===== src/rtl/bnrf_queue.sv =====
// Small flop-based FIFO between the front end and the back end.
// No dependencies.
module bnrf_queue #(
	parameter int WIDTH = 32,
	parameter int DEPTH = 4,
	localparam int PW = (DEPTH > 1) ? $clog2(DEPTH) : 1,
	localparam int CNT_W = $clog2(DEPTH + 1)
) (
	input  logic             clk,
	input  logic             arst_n,
	input  logic             push,
	input  logic [WIDTH-1:0] wdata,
	input  logic             pop,
	output logic [WIDTH-1:0] rdata,
	output logic [CNT_W-1:0] count,
	output logic             nonempty
);

	logic [WIDTH-1:0] slots_q [DEPTH];
	logic [PW-1:0]    wr_ptr_q;
	logic [PW-1:0]    rd_ptr_q;
	logic [CNT_W-1:0] count_q;

	always_ff @(posedge clk) begin
		if (push) begin
			slots_q[wr_ptr_q] <= wdata;
		end
	end

	always_ff @(posedge clk or negedge arst_n) begin
		if (!arst_n) begin
			wr_ptr_q <= '0;
			rd_ptr_q <= '0;
			count_q  <= '0;
		end else begin
			if (push) begin
				wr_ptr_q <= (wr_ptr_q == PW'(DEPTH - 1)) ? '0 : wr_ptr_q + 1'b1;
			end
			if (pop) begin
				rd_ptr_q <= (rd_ptr_q == PW'(DEPTH - 1)) ? '0 : rd_ptr_q + 1'b1;
			end
			count_q <= count_q + CNT_W'(push) - CNT_W'(pop);
		end
	end

	assign rdata    = slots_q[rd_ptr_q];
	assign count    = count_q;
	assign nonempty = (count_q != '0);

endmodule


===== config.mk =====
export PLATFORM = sky130hd
export DESIGN_NAME = bnrf_queue
export DESIGN_NICKNAME = d
export VERILOG_FILES = /design/src/rtl/bnrf_queue.sv
export SDC_FILE = /design/constraint.sdc
export NUM_CORES = 1
export LEC_CHECK = 0
export ABC_AREA = 1
export BUFFER_PORTS_ARGS = -buffer_cell sky130_fd_sc_hd__buf_4
export CORE_AREA = 2 2 124 126
export DETAILED_ROUTE_END_ITERATION = 10
export DIE_AREA = 0 0 126 128
export HOLD_SLACK_MARGIN = 0.03
export PLACE_DENSITY = 0.7
export SLEW_MARGIN = 20
export SYNTH_ARGS = -nofsm -noshare
export SYNTH_HDL_FRONTEND = slang
export SYNTH_SLANG_ARGS = --single-unit

===== constraint.sdc =====
create_clock -name clk -period 3.09 [get_ports clk]
set_input_delay 0.309 -clock clk [delete_from_list [all_inputs] [get_ports clk]]
set_output_delay 0.309 -clock clk [all_outputs]
set_load 0.02 [all_outputs]

==> results.json <==
{
  "outcome": "finished clean",
  "tritoncts": "yes",
  "holdPathEnd": "slots_q[0][14]$_DFFE_PP_",
  "syn_area_um2": 5847,
  "maxCapViolations": 0,
  "crit_path_max_fanout": 34,
  "clock.fmax_ghz": 0.4253,
  "grt_util_all_layers_pct": 15.99,
  "num_vias": 3736,
  "r2r-start": "wr_ptr_q[0]$_DFFE_PN0P_",
  "cp_slowest_cell": "inv_2",
  "p_comb_share_pct": 34.4,
  "crit_path_end_kind": "output pin",
  "ir_worst_vdd_uv": 519.6,
  "cts_buffers": 17,
  "synth_cell_types": 13,
  "fin_crit_ps": 2351,
  "die_height_um": 128,
  "grt_pass1_vias": 3938,
  "hold_depth": 1,
  "finalCritPeriodShare_pct": 76.08,
  "synth_compound_area_share_pct": 0.3424,
  "synth_top_family_by_area": "simple AND/OR/NAND/NOR gates",
  "cts_buffer_depth": 2,
  "cts_resized": 0,
  "synth-adder-area-share_pct": 1.840,
  "power.switching_uw": 2356,
  "r2r_end": "slots_q[0][20]$_DFFE_PP_",
  "worst_pin_slew_ps": 808.7,
  "arrival_ps": 2040,
  "pin_count": 72,
  "drc": 0,
  "fin_cells": 828,
  "yosysSeqAreaShare_pct": 68.74,
  "insertion_delay_ps": 420,
  "setup_viol": 0,
  "layout_setup_ws_ps": 739.0,
  "slew_viol_final": 0,
  "area_growth_pct": 21.31,
  "power.density_nw_per_um2": 964.5,
  "hold_viol": 0,
  "worstHoldStart": "wdata[14]",
  "totalWireLength_um": 11940,
  "die_width_um": 126,
  "hpwl_um": 7255,
  "r2r_cells": 5,
  "htreeDepth": 4,
  "slowest_delay_ps": 430,
  "crit_type": "register to output pin",
  "die-area_um2": 16130,
  "nFillCells": 1359,
  "avgSynthCellArea_um2": 10.59,
  "antenna_found_initial": 0,
  "postCtsSetupRepairBufs": 0,
  "yosys_warnings": 0,
  "pwr-share-seq_pct": 35.9,
  "slew_headroom_pct": 46.01,
  "firstDrtPassIters": 5,
  "p_clk_share_pct": 29.7,
  "post-place-cells": 797,
  "cts_sinks": 135,
  "grt_first_pass_wirelength_um": 19500,
  "ant_nets": 0,
  "rsz0062_at_grt": "no",
  "fin_skew_ps": 7.005,
  "regToRegSetupSlack_ps": 1040,
  "place_area_um2": 6494,
  "initial_utilization_pct": 39.34,
  "wl_per_cell_um": 14.43,
  "fp-row-count": 45,
  "synth_xor_area_share_pct": 0,
  "diodes": 0,
  "grt_max_degree": 67,
  "utilization_pct": 47.72,
  "gp_congestion": 0.7364,
  "drt_iter0_drc": 270,
  "drive_gt1_share_pct": 20.00,
  "synth_fp_nets": 596,
  "p_leak_uw": 0.003301,
  "cp-start-kind": "register",
  "cp.required_ps": 2780,
  "switching_share_pct": 34.44,
  "stdcell_area_um2": 7093,
  "crit_chain": "inv_2 > buf_4 > nand2_1 > nand3_1 > nand2_1 > buf_4",
  "root_buffer": "clkbuf_16",
  "path_clk_slew_ps": 60,
  "most-common-layout-cells": "173 x nand2_1, 128 x edfxtp_1, 119 x inv_1",
  "grt_overflow": 0,
  "numPortBuffers": 71,
  "nets": 673,
  "synthMuxAreaShare_pct": 0,
  "tns_ps": 0,
  "netlist_instances": 552,
  "layout_commonest_cell": "nand2_1",
  "intPower_uw": 4485,
  "synth-simple-area-share_pct": 16.88,
  "core_um2": 14860,
  "min_path_type": "input port to register",
  "synth-seq-cells": 135,
  "via_per_inst": 4.512,
  "dp_slack_ps": 1034
}
[cells in the mapped netlist, drive strengths merged]
cell,instances,area (um^2)
ha,7,87.58
nand2,173,649.4
dfrtp,7,175.2
buf,21,176.4
inv,143,536.8
nor2,2,7.510
o21ai,4,20.02
edfxtp,128,3844
fa,1,20.02
nand3,66,330.3
[state kept, by name (all words and copies together) (netlist names)]
signal / cells
count: 3
wr_ptr_q: 2
slots_q: 128
rd_ptr_q: 2
[timing repair]
item | in CTS | in global routing
endpoints found under the hold margin | 7 | 0
setup endpoints to repair | 0 | 0
hold buffers | 1 | 0
[how the worst max path moves through the flow]
stage,startpoint,end,slack [ps],depth (start not counted)
4_1_cts,rd_ptr_q[0]$_DFFE_PN0P_,rdata[6],680,6
3_5_place_dp,wr_ptr_q[0]$_DFFE_PN0P_,slots_q[0][6]$_DFFE_PP_,1030,5
2_1_floorplan,wr_ptr_q[0]$_DFFE_PN0P_,slots_q[2][0]$_DFFE_PP_,1410,4
3_3_place_gp,wr_ptr_q[0]$_DFFE_PN0P_,slots_q[0][16]$_DFFE_PP_,1110,5
5_1_grt,rd_ptr_q[0]$_DFFE_PN0P_,rdata[8],530,6
6_report,rd_ptr_q[0]$_DFFE_PN0P_,rdata[1],740,6
[through the flow]
step / hold WS [ps] / total power [uW]
final: 87.29 / 6841
after global routing: 71.78 / 7256
after CTS: 78.25 / 6911
after detailed placement: 131.3 / 4878
after global placement: 128.8 / 4799
after floorplan: 13.41 / 4051
[kinds of logic (layout without fill, tap and decap cells)]
kind of cell / Yosys count / in the layout
AND/OR/NAND/NOR: 241 / 241
flip-flops: 135 / 135
adder cells (fa/ha/maj): 8 / 8
buffers and inverters: 164 / 252
AO/OA/AOI/OAI: 4 / 4
[metal layers]
| metal | up-vias | wire length (um) | GRT usage, % |
|---|---|---|---|
| li1 | 1865 | - | - |
| met1 | 1772 | 4904 | 18.21 |
| met3 | 16 | 531 | 5.217 |
| met4 | 0 | 186 | 5.301 |
| met5 | - | 0 | 0 |
| met2 | 83 | 6321 | 28.46 |
[worst max-delay path, delay by kind of cell, from the launching register on]
family	cells	cell delay, ps
flops	1	400
simple gates	3	260
buf+inv	3	960
[final cells by class]
| cell class | instances | area, um^2 | share of cell area, % |
|---|---|---|---|
| clock buffers | 18 | 429.2 | 6.050 |
| inverters | 143 | 536.8 | 7.567 |
| repair buffers | 79 | 595.6 | 8.397 |
| clock inverters | 12 | 160.2 | 2.258 |
| flip-flops and latches | 135 | 4021 | 56.69 |
| multi-input cells | 253 | 1115 | 15.72 |
| well taps | 188 | 235.2 | 3.316 |
[power by group through the flow]
stage / Combinational, uW / Clock (uW) / Sequential, uW
finish: 2350 / 2030 / 2460
global route: 2630 / 2140 / 2490
CTS: 2400 / 2050 / 2460
detailed placement: 2380 / 0 / 2500
global placement: 2320 / 0 / 2480
floorplan: 1550 / 0 / 2500
No activity file was read; power rests on OpenSTA's default activity.
