**src/rtl/bnrf_pkg.sv**
```systemverilog
// Shared types and constants for the binary neighbor-rule pixel filter.
// No dependencies; imported by the front end, back end and top level.
package bnrf_pkg;

	// Fixed field and register widths
	localparam int ROW_W      = 12;
	localparam int CFG_IDX_W  = 4;
	localparam int CFG_DATA_W = 12;
	localparam int VAL_W      = 8;

	// Frame limits and reset values
	localparam int MIN_DIM      = 3;
	localparam int WIDTH_RESET  = 640;
	localparam int HEIGHT_RESET = 480;
	localparam int SPARSE_RESET = 128;
	localparam int DENSE_RESET  = 255;

	// Fewer occupied ring neighbors than this gives the sparse value
	localparam logic [3:0] RING_LIMIT = 4'd4;

	// Configuration register indexes
	typedef enum logic [CFG_IDX_W-1:0] {
		REG_WIDTH  = 4'd0,
		REG_HEIGHT = 4'd1,
		REG_SPARSE = 4'd2,
		REG_DENSE  = 4'd3
	} cfg_reg_t;

	// Results carried by one pixel word, in emission order (bit 0 first)
	typedef struct packed {
		logic echo;   // top/bottom row pixel echoed on arrival
		logic redge;  // right-edge pixel of the row above
		logic centre; // filtered pixel at row-1, col-1
	} res_mask_t;

	localparam int RES_CENTRE = 0;
	localparam int RES_REDGE  = 1;
	localparam int RES_ECHO   = 2;
	localparam int RES_N      = 3;

endpackage

```
**src/rtl/bnrf_back.sv**
```systemverilog
// Back end: unpacks a classified word into up to three results, one per cycle
// while the receiver pops them, into the output register. Depends on bnrf_pkg.
module bnrf_back import bnrf_pkg::*; #(
	parameter int MAX_WIDTH = 2048,
	parameter int PIXEL_BITS = 8,
	localparam int CW = $clog2(MAX_WIDTH)
) (
	input  logic                  clk,
	input  logic                  arst_n,
	input  logic                  head_valid,
	input  res_mask_t             head_mask,
	input  logic [ROW_W-1:0]      head_row,
	input  logic [CW-1:0]         head_col,
	input  logic [PIXEL_BITS-1:0] head_centre,
	input  logic [PIXEL_BITS-1:0] head_redge,
	input  logic [PIXEL_BITS-1:0] head_echo,
	output logic                  head_pop,
	input  logic                  out_take,
	output logic                  out_valid,
	output logic [PIXEL_BITS-1:0] out_pixel,
	output logic [ROW_W-1:0]      out_row,
	output logic [CW-1:0]         out_col,
	output logic                  out_last
);

	logic [RES_N-1:0] done_q;
	logic [RES_N-1:0] rem;
	logic [RES_N-1:0] pick;
	logic             pick_last;
	logic             can_load;
	logic             load;

	logic                  out_valid_q;
	logic [PIXEL_BITS-1:0] pixel_q;
	logic [ROW_W-1:0]      row_q;
	logic [CW-1:0]         col_q;
	logic                  last_q;

	logic [PIXEL_BITS-1:0] sel_pixel;
	logic [ROW_W-1:0]      sel_row;
	logic [CW-1:0]         sel_col;

	assign rem = head_mask & ~done_q;

	always_comb begin
		pick = '0;
		if (rem[RES_CENTRE]) begin
			pick[RES_CENTRE] = 1'b1;
		end else if (rem[RES_REDGE]) begin
			pick[RES_REDGE] = 1'b1;
		end else begin
			pick[RES_ECHO] = 1'b1;
		end
	end

	assign pick_last = ((rem & ~pick) == '0);
	assign can_load  = !out_valid_q || out_take;
	assign load      = can_load && head_valid;
	assign head_pop  = load && pick_last;

	always_comb begin
		if (pick[RES_CENTRE]) begin
			sel_pixel = head_centre;
			sel_row   = head_row - 1'b1;
			sel_col   = head_col - 1'b1;
		end else if (pick[RES_REDGE]) begin
			sel_pixel = head_redge;
			sel_row   = head_row - 1'b1;
			sel_col   = head_col;
		end else begin
			sel_pixel = head_echo;
			sel_row   = head_row;
			sel_col   = head_col;
		end
	end

	always_ff @(posedge clk or negedge arst_n) begin
		if (!arst_n) begin
			done_q      <= '0;
			out_valid_q <= 1'b0;
		end else begin
			if (load) begin
				done_q <= pick_last ? '0 : (done_q | pick);
			end
			if (can_load) begin
				out_valid_q <= head_valid;
			end
		end
	end

	always_ff @(posedge clk) begin
		if (load) begin
			pixel_q <= sel_pixel;
			row_q   <= sel_row;
			col_q   <= sel_col;
			last_q  <= pick_last;
		end
	end

	assign out_valid = out_valid_q;
	assign out_pixel = pixel_q;
	assign out_row   = row_q;
	assign out_col   = col_q;
	assign out_last  = last_q;

endmodule

```
**config.mk**
```make
export PLATFORM = sky130hd
export DESIGN_NAME = bnrf_back
export DESIGN_NICKNAME = d
export VERILOG_FILES = /design/src/rtl/bnrf_pkg.sv /design/src/rtl/bnrf_back.sv
export SDC_FILE = /design/constraint.sdc
export NUM_CORES = 1
export LEC_CHECK = 0
export ABC_AREA = 1
export BUFFER_PORTS_ARGS = -buffer_cell sky130_fd_sc_hd__buf_2
export CAP_MARGIN = 0
export CORE_ASPECT_RATIO = 1.5
export CORE_MARGIN = 5
export CORE_UTILIZATION = 45
export DETAILED_ROUTE_END_ITERATION = 6
export PLACE_DENSITY = 0.79
export SYNTH_ARGS = -nofsm -noshare
export SYNTH_HDL_FRONTEND = slang
export SYNTH_SLANG_ARGS = --single-unit
```
**constraint.sdc**
```tcl
create_clock -name clk -period 2.1 [get_ports clk]
set_input_delay 0.105 -clock clk [delete_from_list [all_inputs] [get_ports clk]]
set_output_delay 0.105 -clock clk [all_outputs]
set_load 0.01 [all_outputs]
```
==> impl_metrics.xml, run 1 <==
<?xml version="1.0" encoding="UTF-8"?>
<metrics>
  <group name="clock_tree">
    <metric name="path_clk_slew" unit="ps">70</metric>
    <metric name="clock-sinks" unit="">36</metric>
    <metric name="h-tree-depth" unit="">2</metric>
    <metric name="numCtsBuffers" unit="">5</metric>
    <metric name="insertion_delay" unit="ps">280</metric>
    <metric name="post_cts_resize_count" unit="">0</metric>
    <metric name="cts_tree" unit="">done</metric>
    <metric name="root_buffer" unit="">clkbuf_8</metric>
    <metric name="clock_tree.buffer_depth" unit="">2</metric>
    <metric name="post-cts-setup-buffer-count" unit="">0</metric>
  </group>
  <group name="logic_synthesis">
    <metric name="synth.net_count" unit="">263</metric>
    <metric name="postSynthRegisterBits" unit="">36</metric>
    <metric name="yosys_warns" unit="">0</metric>
    <metric name="post_synth_instance_area" unit="um2">1888</metric>
    <metric name="yosysUniqueCellTypes" unit="">25</metric>
    <metric name="synth-seq-area-share" unit="">0.5620</metric>
    <metric name="synthesis.area_per_instance" unit="um2">9.121</metric>
    <metric name="synthCells" unit="">207</metric>
  </group>
  <group name="die">
    <metric name="die_area" unit="um2">5618</metric>
    <metric name="std_cell_rows" unit="">29</metric>
    <metric name="die_h" unit="um">89.33</metric>
    <metric name="start_util" unit="">0.4564</metric>
    <metric name="horizontal_die_dimension" unit="um">62.89</metric>
    <metric name="io_pins" unit="">88</metric>
    <metric name="fp.coreArea" unit="um2">4136</metric>
  </group>
  <group name="worst_setup_path">
    <metric name="start_kind" unit="">register</metric>
    <metric name="critical_path_required" unit="ps">2000</metric>
    <metric name="setup_crit_end_kind" unit="">primary output</metric>
    <metric name="worst_path_max_delay_cell" unit="">dfrtp_1</metric>
    <metric name="critical_path_peak_fanout" unit="">8</metric>
    <metric name="critPathMaxStageDelay" unit="ps">400</metric>
    <metric name="worstPathArrival" unit="ps">1510</metric>
    <metric name="timing.critical_path.cells" unit="">inv_1, nand2_1, nand2_4, inv_2, o21ai_2, nor2_4, buf_2</metric>
    <metric name="setup.worst_path.class" unit="">reg -&gt; out</metric>
  </group>
  <group name="detailed_routing">
    <metric name="highest_routed_layer" unit="">met4</metric>
    <metric name="final_antenna_net_count" unit="">0</metric>
    <metric name="viasPerCell" unit="">4.865</metric>
    <metric name="detail_route.wirelength" unit="um">4427</metric>
    <metric name="post-route-drc-count" unit="">0</metric>
    <metric name="drt-wirelength-per-cell" unit="um">12.72</metric>
    <metric name="drt-met1-wl" unit="um">1584</metric>
    <metric name="drt_iter0_drc" unit="">59</metric>
    <metric name="met3WireLength" unit="um">403</metric>
    <metric name="drt_pass1_iterations" unit="">4</metric>
    <metric name="routed-via-count" unit="">1693</metric>
    <metric name="route.met2.wl" unit="um">2346</metric>
  </group>
  <group name="global_route">
    <metric name="via_count_of_the_first_global_routing_pass" unit="">1779</metric>
    <metric name="gr-total-overflow" unit="">0</metric>
    <metric name="grt_first_pass_wirelength" unit="um">7631</metric>
    <metric name="total_routing_usage_gr" unit="">0.1714</metric>
    <metric name="antenna_found_initial" unit="">0</metric>
    <metric name="grt_max_degree" unit="">32</metric>
  </group>
  <group name="layout">
    <metric name="finish.net_count" unit="">358</metric>
    <metric name="drive_above_1_share" unit="">0.3510</metric>
    <metric name="areaGrowthSynthToFinish" unit="%">30.82</metric>
    <metric name="fill_cells" unit="">367</metric>
    <metric name="n_antenna_cell" unit="">0</metric>
  </group>
  <group name="min_path">
    <metric name="timing.hold.worst.class" unit="">in -&gt; reg</metric>
  </group>
  <group name="sta">
    <metric name="fin_skew" unit="ps">2.369</metric>
    <metric name="rsz0062_at_grt" unit="">false</metric>
    <metric name="fmax" unit="MHz">618.8</metric>
    <metric name="final-setup-viol-count" unit="">0</metric>
    <metric name="worst_pin_slew" unit="ps">398.1</metric>
    <metric name="postLayoutSetupSlackWorst" unit="ps">483.9</metric>
    <metric name="fin_crit" unit="ps">1616</metric>
    <metric name="report.final.hold_viol_count" unit="">0</metric>
    <metric name="finalMaxSlewViolations" unit="">0</metric>
    <metric name="fin_crit_sh" unit="">0.7696</metric>
    <metric name="max_slew_margin" unit="">0.7346</metric>
    <metric name="fin_tns_setup" unit="ps">0</metric>
  </group>
  <group name="placement">
    <metric name="routabilityCongestion" unit="">0.7891</metric>
    <metric name="io_buffer_count" unit="">87</metric>
    <metric name="preCtsSetupSlack" unit="ps">570.3</metric>
    <metric name="detailedPlacementHpwl" unit="um">3549</metric>
  </group>
  <group name="pwr">
    <metric name="power.leakage" unit="nW">1.197</metric>
    <metric name="power_density" unit="nW/um2">697.9</metric>
    <metric name="vdd_ir_drop_max" unit="V">0.0006472</metric>
  </group>
  <group name="run_status">
    <metric name="status" unit="">completed</metric>
  </group>
  <group name="run">
    <metric name="drv.max_cap_violation_count" unit="">0</metric>
  </group>
</metrics>
-- cells in the final DEF (no fill, tap or decap), types with 5 or more instances in the layout --
master    synthesis  layout
xor2_1           10      10
o21ai_0           9       9
inv_1            33      33
nand3_1          11      11
edfxtp_1         32      32
nor2_1           22      22
clkbuf_8          0       5
nand2_1          54      54
buf_2             1      87
-- area by class of cell --
type	count	area (um2)	share of cell area
multi-input combinational	136	694.4	0.2812
clock buffer	5	68.82	0.02786
clock inverter	2	7.507	0.003040
tap	46	57.56	0.02330
timing repair buffer	89	452.9	0.1834
sequential	36	1061	0.4296
inverter	34	127.6	0.05167
-- Yosys cell counts --
cell / number / area [um2]
xor2_1: 10 / 87.58
inv_1: 33 / 123.9
o21ai_1: 2 / 10.01
nor2_4: 2 / 22.52
o21ai_0: 9 / 45.04
a21oi_1: 2 / 10.01
edfxtp_1: 32 / 960.9
o22ai_1: 4 / 25.02
o21ai_2: 1 / 8.760
nor3_1: 2 / 10.01
dfrtp_1: 4 / 100.1
nor2_2: 3 / 18.77
xnor2_1: 2 / 17.52
buf_2: 1 / 5.000
nand2_2: 4 / 25.02
nand2_1: 54 / 202.7
nand3_1: 11 / 55.05
ha_1: 2 / 25.02
and3_1: 1 / 6.260
nand3b_1: 2 / 15.01
inv_2: 1 / 3.750
nor2_1: 22 / 82.58
nand3_2: 1 / 10.01
nand2_4: 1 / 11.26
nand4_1: 1 / 6.260
-- timing repair --
item	4_1_cts	5_1_grt
hold buffers	1	0
endpoints found under the hold margin	4	0
setup endpoints to repair	0	0
-- state kept, by name (all words and copies together) (netlist names) --
register   cells
out_row       12
out_col       11
out_pixel      8
done_q         3
out_last       1
out_valid      1
-- through the flow --
step | util | cells | hold slack [ps] | area, um2 | total power [mW]
2_1_floorplan | - | 207 | -190.6 | 1888 | 1.131
3_3_place_gp | 0.5762 | 340 | -88.24 | 2384 | 1.280
3_5_place_dp | 0.5762 | 340 | -84.60 | 2384 | 1.292
4_1_cts | 0.5971 | 348 | 78.46 | 2470 | 1.741
5_1_grt | 0.5971 | 348 | 115.0 | 2470 | 1.835
6_report | 0.5971 | 348 | 84.12 | 2470 | 1.724
-- cell families after synthesis --
group	count (synthesis)	share of synthesized area
AND/OR/NAND/NOR	104	0.2465
flip-flops	36	0.5620
buffers and inverters	35	0.07024
AO/OA/AOI/OAI	18	0.05235
XOR/XNOR	12	0.05567
adder cells (fa/ha/maj)	2	0.01325
-- report_power, final --
part / internal [mW] / switching (mW) / total [mW]
clock network: 0.219 / 0.229 / 0.448
logic: 0.145 / 0.236 / 0.381
registers: 0.872 / 0.0224 / 0.894
-- layer usage --
layer	global-route usage	up-vias
met1	0.1776	746
met2	0.3184	83
met3	0.05283	8
met5	0	-
met4	0.07143	0
li1	-	856
-- final timing paths --
kind | end | startpoint | cells after the start | slack, ps
worst min-delay path | out_valid | out_take | 4 | 80
max in group asynchronous | done_q[2] | arst_n | 2 | 1830
worst min register to register | done_q[2] | done_q[2] | 2 | 500
min in group asynchronous | out_valid | arst_n | 2 | 160
worst max-delay path | head_pop | done_q[0] | 7 | 480
worst max register to register | out_col[8] | done_q[0] | 6 | 590
-- worst max-delay path: cells and delay by family (launching register included) --
family                 cells  cell delay (ps)
AND/OR/NAND/NOR            3              340
buffers and inverters      3              300
flip-flops                 1              400
AO/OA/AOI/OAI              1              190
Note: power is estimated with default switching activity, not from simulation.
==> run 2, diff against run 1 <==
--- a/config.mk
+++ b/config.mk
@@ -5,14 +5,14 @@
 export SDC_FILE = /design/constraint.sdc
 export NUM_CORES = 1
 export LEC_CHECK = 0
-export ABC_AREA = 1
+export ABC_AREA = 0
 export BUFFER_PORTS_ARGS = -buffer_cell sky130_fd_sc_hd__buf_2
 export CAP_MARGIN = 0
 export CORE_ASPECT_RATIO = 1.5
 export CORE_MARGIN = 5
-export CORE_UTILIZATION = 45
+export CORE_UTILIZATION = 41
 export DETAILED_ROUTE_END_ITERATION = 6
-export PLACE_DENSITY = 0.79
+export PLACE_DENSITY = 0.77
 export SYNTH_ARGS = -nofsm -noshare
 export SYNTH_HDL_FRONTEND = slang
 export SYNTH_SLANG_ARGS = --single-unit
==> constraint.sdc (replaced) <==
create_clock -name clk -period 1.46 [get_ports clk]
set_input_delay 0.073 -clock clk [delete_from_list [all_inputs] [get_ports clk]]
set_output_delay 0.073 -clock clk [all_outputs]
set_load 0.01 [all_outputs]
==> run 2 against run 1 <==
Against the previous run: the run now ends with setup timing left; die area increased by 2.5%; flip-flop and latch count unchanged; critical endpoint is now out_col[10]; final area increased by 9.0%; global-route usage decreased by 2.0 points; largest cell class unchanged; via count decreased by 6.4%; worst hold slack got worse by 78 ps; first-iteration DRC count decreased by 51%; synthesized cell count decreased by 25%.
==> impl_metrics.xml, run 2 <==
<?xml version="1.0" encoding="UTF-8"?>
<metrics>
  <group name="die">
    <metric name="horizontal_die_dimension" unit="um">63.66</metric>
    <metric name="die_area" unit="um2">5760</metric>
    <metric name="std_cell_rows" unit="">29</metric>
    <metric name="die_h" unit="um">90.48</metric>
    <metric name="fp.coreArea" unit="um2">4209</metric>
    <metric name="io_pins" unit="">88</metric>
    <metric name="start_util" unit="">0.4206</metric>
  </group>
  <group name="placement">
    <metric name="post_dp_cell_area" unit="um2">2417</metric>
    <metric name="io_buffer_count" unit="">87</metric>
    <metric name="dpl.cell_count" unit="">302</metric>
    <metric name="detailedPlacementHpwl" unit="um">3371</metric>
    <metric name="preCtsSetupSlack" unit="ps">-136.0</metric>
    <metric name="routabilityCongestion" unit="">0.7580</metric>
  </group>
  <group name="logic_synthesis">
    <metric name="yosys_most_used_dff" unit="">edfxtp_1</metric>
    <metric name="post_synth_instance_area" unit="um2">1770</metric>
    <metric name="synth.net_count" unit="">211</metric>
    <metric name="postSynth.asyncResetShare" unit="">0.1111</metric>
    <metric name="netlist_top_cells_area" unit="">edfxtp_1 (54%), dfrtp_1 (5.7%), nand2_1 (5.3%)</metric>
    <metric name="postSynthRegisterBits" unit="">36</metric>
    <metric name="yosys.area.top_type_share" unit="">0.5428</metric>
    <metric name="post_synth_edffs" unit="">32</metric>
    <metric name="netlist_top_cells_count" unit="">edfxtp_1 (32), nand2_1 (25), nor2_1 (19)</metric>
    <metric name="yosysUniqueCellTypes" unit="">30</metric>
    <metric name="yosys_warns" unit="">0</metric>
    <metric name="synthesis.area_per_instance" unit="um2">11.42</metric>
    <metric name="synth.most_common_cell" unit="">edfxtp_1</metric>
    <metric name="synth-seq-area-share" unit="">0.5993</metric>
    <metric name="synthCells" unit="">155</metric>
    <metric name="netlist.top_cell.by_area" unit="">edfxtp_1</metric>
  </group>
  <group name="clock_tree">
    <metric name="numCtsBuffers" unit="">5</metric>
    <metric name="path_clk_slew" unit="ps">70</metric>
    <metric name="cts_tree" unit="">done</metric>
    <metric name="root_buffer" unit="">clkbuf_8</metric>
    <metric name="insertion_delay" unit="ps">280</metric>
    <metric name="clock-sinks" unit="">36</metric>
    <metric name="h-tree-depth" unit="">2</metric>
    <metric name="clock_tree.buffer_depth" unit="">2</metric>
  </group>
  <group name="detailed_routing">
    <metric name="post-route-drc-count" unit="">0</metric>
    <metric name="drt_iter0_drc" unit="">29</metric>
    <metric name="route.met2.wl" unit="um">2541</metric>
    <metric name="viasPerCell" unit="">4.904</metric>
    <metric name="drt-met1-wl" unit="um">1600</metric>
    <metric name="met3WireLength" unit="um">271</metric>
    <metric name="routed-via-count" unit="">1584</metric>
    <metric name="drt_pass1_iterations" unit="">4</metric>
    <metric name="highest_routed_layer" unit="">met4</metric>
    <metric name="drt-wirelength-per-cell" unit="um">14.04</metric>
    <metric name="detail_route.wirelength" unit="um">4536</metric>
    <metric name="final_antenna_net_count" unit="">0</metric>
  </group>
  <group name="run_status">
    <metric name="status" unit="">finished, violations left</metric>
    <metric name="violations" unit="">setup timing</metric>
  </group>
  <group name="sta">
    <metric name="fin_crit_sh" unit="">1.062</metric>
    <metric name="finalMaxSlewViolations" unit="">0</metric>
    <metric name="postLayoutSetupSlackWorst" unit="ps">-90.46</metric>
    <metric name="report.final.hold_viol_count" unit="">0</metric>
    <metric name="worst_pin_slew" unit="ps">495.1</metric>
    <metric name="max_slew_margin" unit="">0.6669</metric>
    <metric name="fmax" unit="MHz">645.0</metric>
    <metric name="rsz0062_at_grt" unit="">true</metric>
    <metric name="fin_tns_setup" unit="ps">-278.7</metric>
    <metric name="fin_skew" unit="ps">3.631</metric>
    <metric name="fin_crit" unit="ps">1550</metric>
    <metric name="final-setup-viol-count" unit="">4</metric>
  </group>
  <group name="worst_setup_path">
    <metric name="critical_path_peak_fanout" unit="">4</metric>
    <metric name="setup_crit_end_kind" unit="">register</metric>
    <metric name="start_kind" unit="">register</metric>
    <metric name="worstPathArrival" unit="ps">1590</metric>
    <metric name="critical_path_required" unit="ps">1500</metric>
    <metric name="setup.worst_path.class" unit="">reg -&gt; reg</metric>
  </group>
  <group name="global_route">
    <metric name="grt_max_degree" unit="">28</metric>
    <metric name="total_routing_usage_gr" unit="">0.1512</metric>
    <metric name="via_count_of_the_first_global_routing_pass" unit="">1527</metric>
    <metric name="antenna_found_initial" unit="">0</metric>
    <metric name="gr-total-overflow" unit="">0</metric>
    <metric name="grt_first_pass_wirelength" unit="um">6934</metric>
  </group>
  <group name="layout">
    <metric name="areaGrowthSynthToFinish" unit="%">52.08</metric>
    <metric name="non_filler_cells_final" unit="">323</metric>
    <metric name="drive_above_1_share" unit="">0.5271</metric>
    <metric name="final_cell_mix" unit="">buf_2 (86), edfxtp_1 (32), buf_4 (27)</metric>
    <metric name="postLayoutCoreUtil" unit="">0.6397</metric>
    <metric name="layout.area.seq" unit="um2">1061</metric>
    <metric name="finish.net_count" unit="">332</metric>
    <metric name="fill_cells" unit="">354</metric>
    <metric name="largest_reg_flops" unit="">12</metric>
    <metric name="n_antenna_cell" unit="">0</metric>
    <metric name="final_common_cell" unit="">buf_2</metric>
    <metric name="stdcell_area" unit="um2">2693</metric>
    <metric name="multi_input_comb_area" unit="um2">758.2</metric>
  </group>
  <group name="pwr">
    <metric name="vdd_ir_drop_max" unit="V">0.0007448</metric>
    <metric name="power.leakage" unit="nW">1.223</metric>
    <metric name="power_density" unit="nW/um2">934.1</metric>
  </group>
  <group name="min_path">
    <metric name="timing.hold.worst.class" unit="">in -&gt; reg</metric>
  </group>
  <group name="run">
    <metric name="drv.max_cap_violation_count" unit="">0</metric>
  </group>
</metrics>
[run 2: what timing repair did]
action	4_1_cts	5_1_grt
pin swaps	2	4
hold buffers	1	0
hold endpoints to repair	4	0
buffers inserted	1	10
endpoints found under the setup margin	7	10
resized for setup	6	12
cloned	0	1
[run 2: final timing paths]
path / startpoint / to / slack (ps) / cells past startpoint
min reg2reg: done_q[2] / done_q[2] / 510 / 1
max: done_q[0] / out_col[10] / -90 / 4
min: head_valid / out_valid / 6 / 2
min in group asynchronous: arst_n / done_q[1] / 120 / 2
max in group asynchronous: arst_n / done_q[0] / 1220 / 2
max reg2reg: done_q[0] / out_col[10] / -90 / 4
[run 2: metrics by stage]
stage                     hold WS [ps]  total power [mW]
after global routing             13.81             2.629
after global placement          -113.0             1.769
after floorplan                 -222.6             1.526
after CTS                        1.579             2.470
final                            6.005             2.515
after detailed placement        -114.8             1.784
[run 2: final cells by class]
| class | instances | area share |
|---|---|---|
| sequential | 36 | 0.3941 |
| multi-input combinational | 110 | 0.2816 |
| timing repair buffer | 118 | 0.2639 |
| clock buffer | 5 | 0.02556 |
| tap | 46 | 0.02138 |
| inverter | 5 | 0.008364 |
| clock inverter | 3 | 0.005112 |
[run 2: worst max-delay path, stage by stage (launching register included)]
cell and delay [ps]:
dfrtp_1 400, nand3b_4 160, or4_4 460, nor3b_2 200
xor2_1 80
[run 2: power breakdown]
| group | internal (mW) | total (mW) | leakage, nW | switching [mW] |
|---|---|---|---|---|
| registers | 1.23 | 1.25 | 0.355 | 0.0239 |
| logic | 0.290 | 0.594 | 0.822 | 0.303 |
| clock network | 0.324 | 0.669 | 0.0453 | 0.346 |
| total | 1.84 | 2.52 | 1.22 | 0.673 |
[run 2: cells by family after synthesis]
family                   after synthesis  synth area share
adder cells (fa/ha/maj)                2           0.01413
AND/OR/NAND/NOR                       68            0.2000
buffers and inverters                  9           0.01908
flip-flops                            36            0.5993
AO/OA/AOI/OAI                         21           0.07350
XOR/XNOR                              19           0.09399
[run 2: per-layer routing]
metal,global-route usage,vias to the layer above
li1,-,790
met1,0.1485,737
met2,0.2746,48
met3,0.04981,9
met4,0.07279,0
met5,0,-
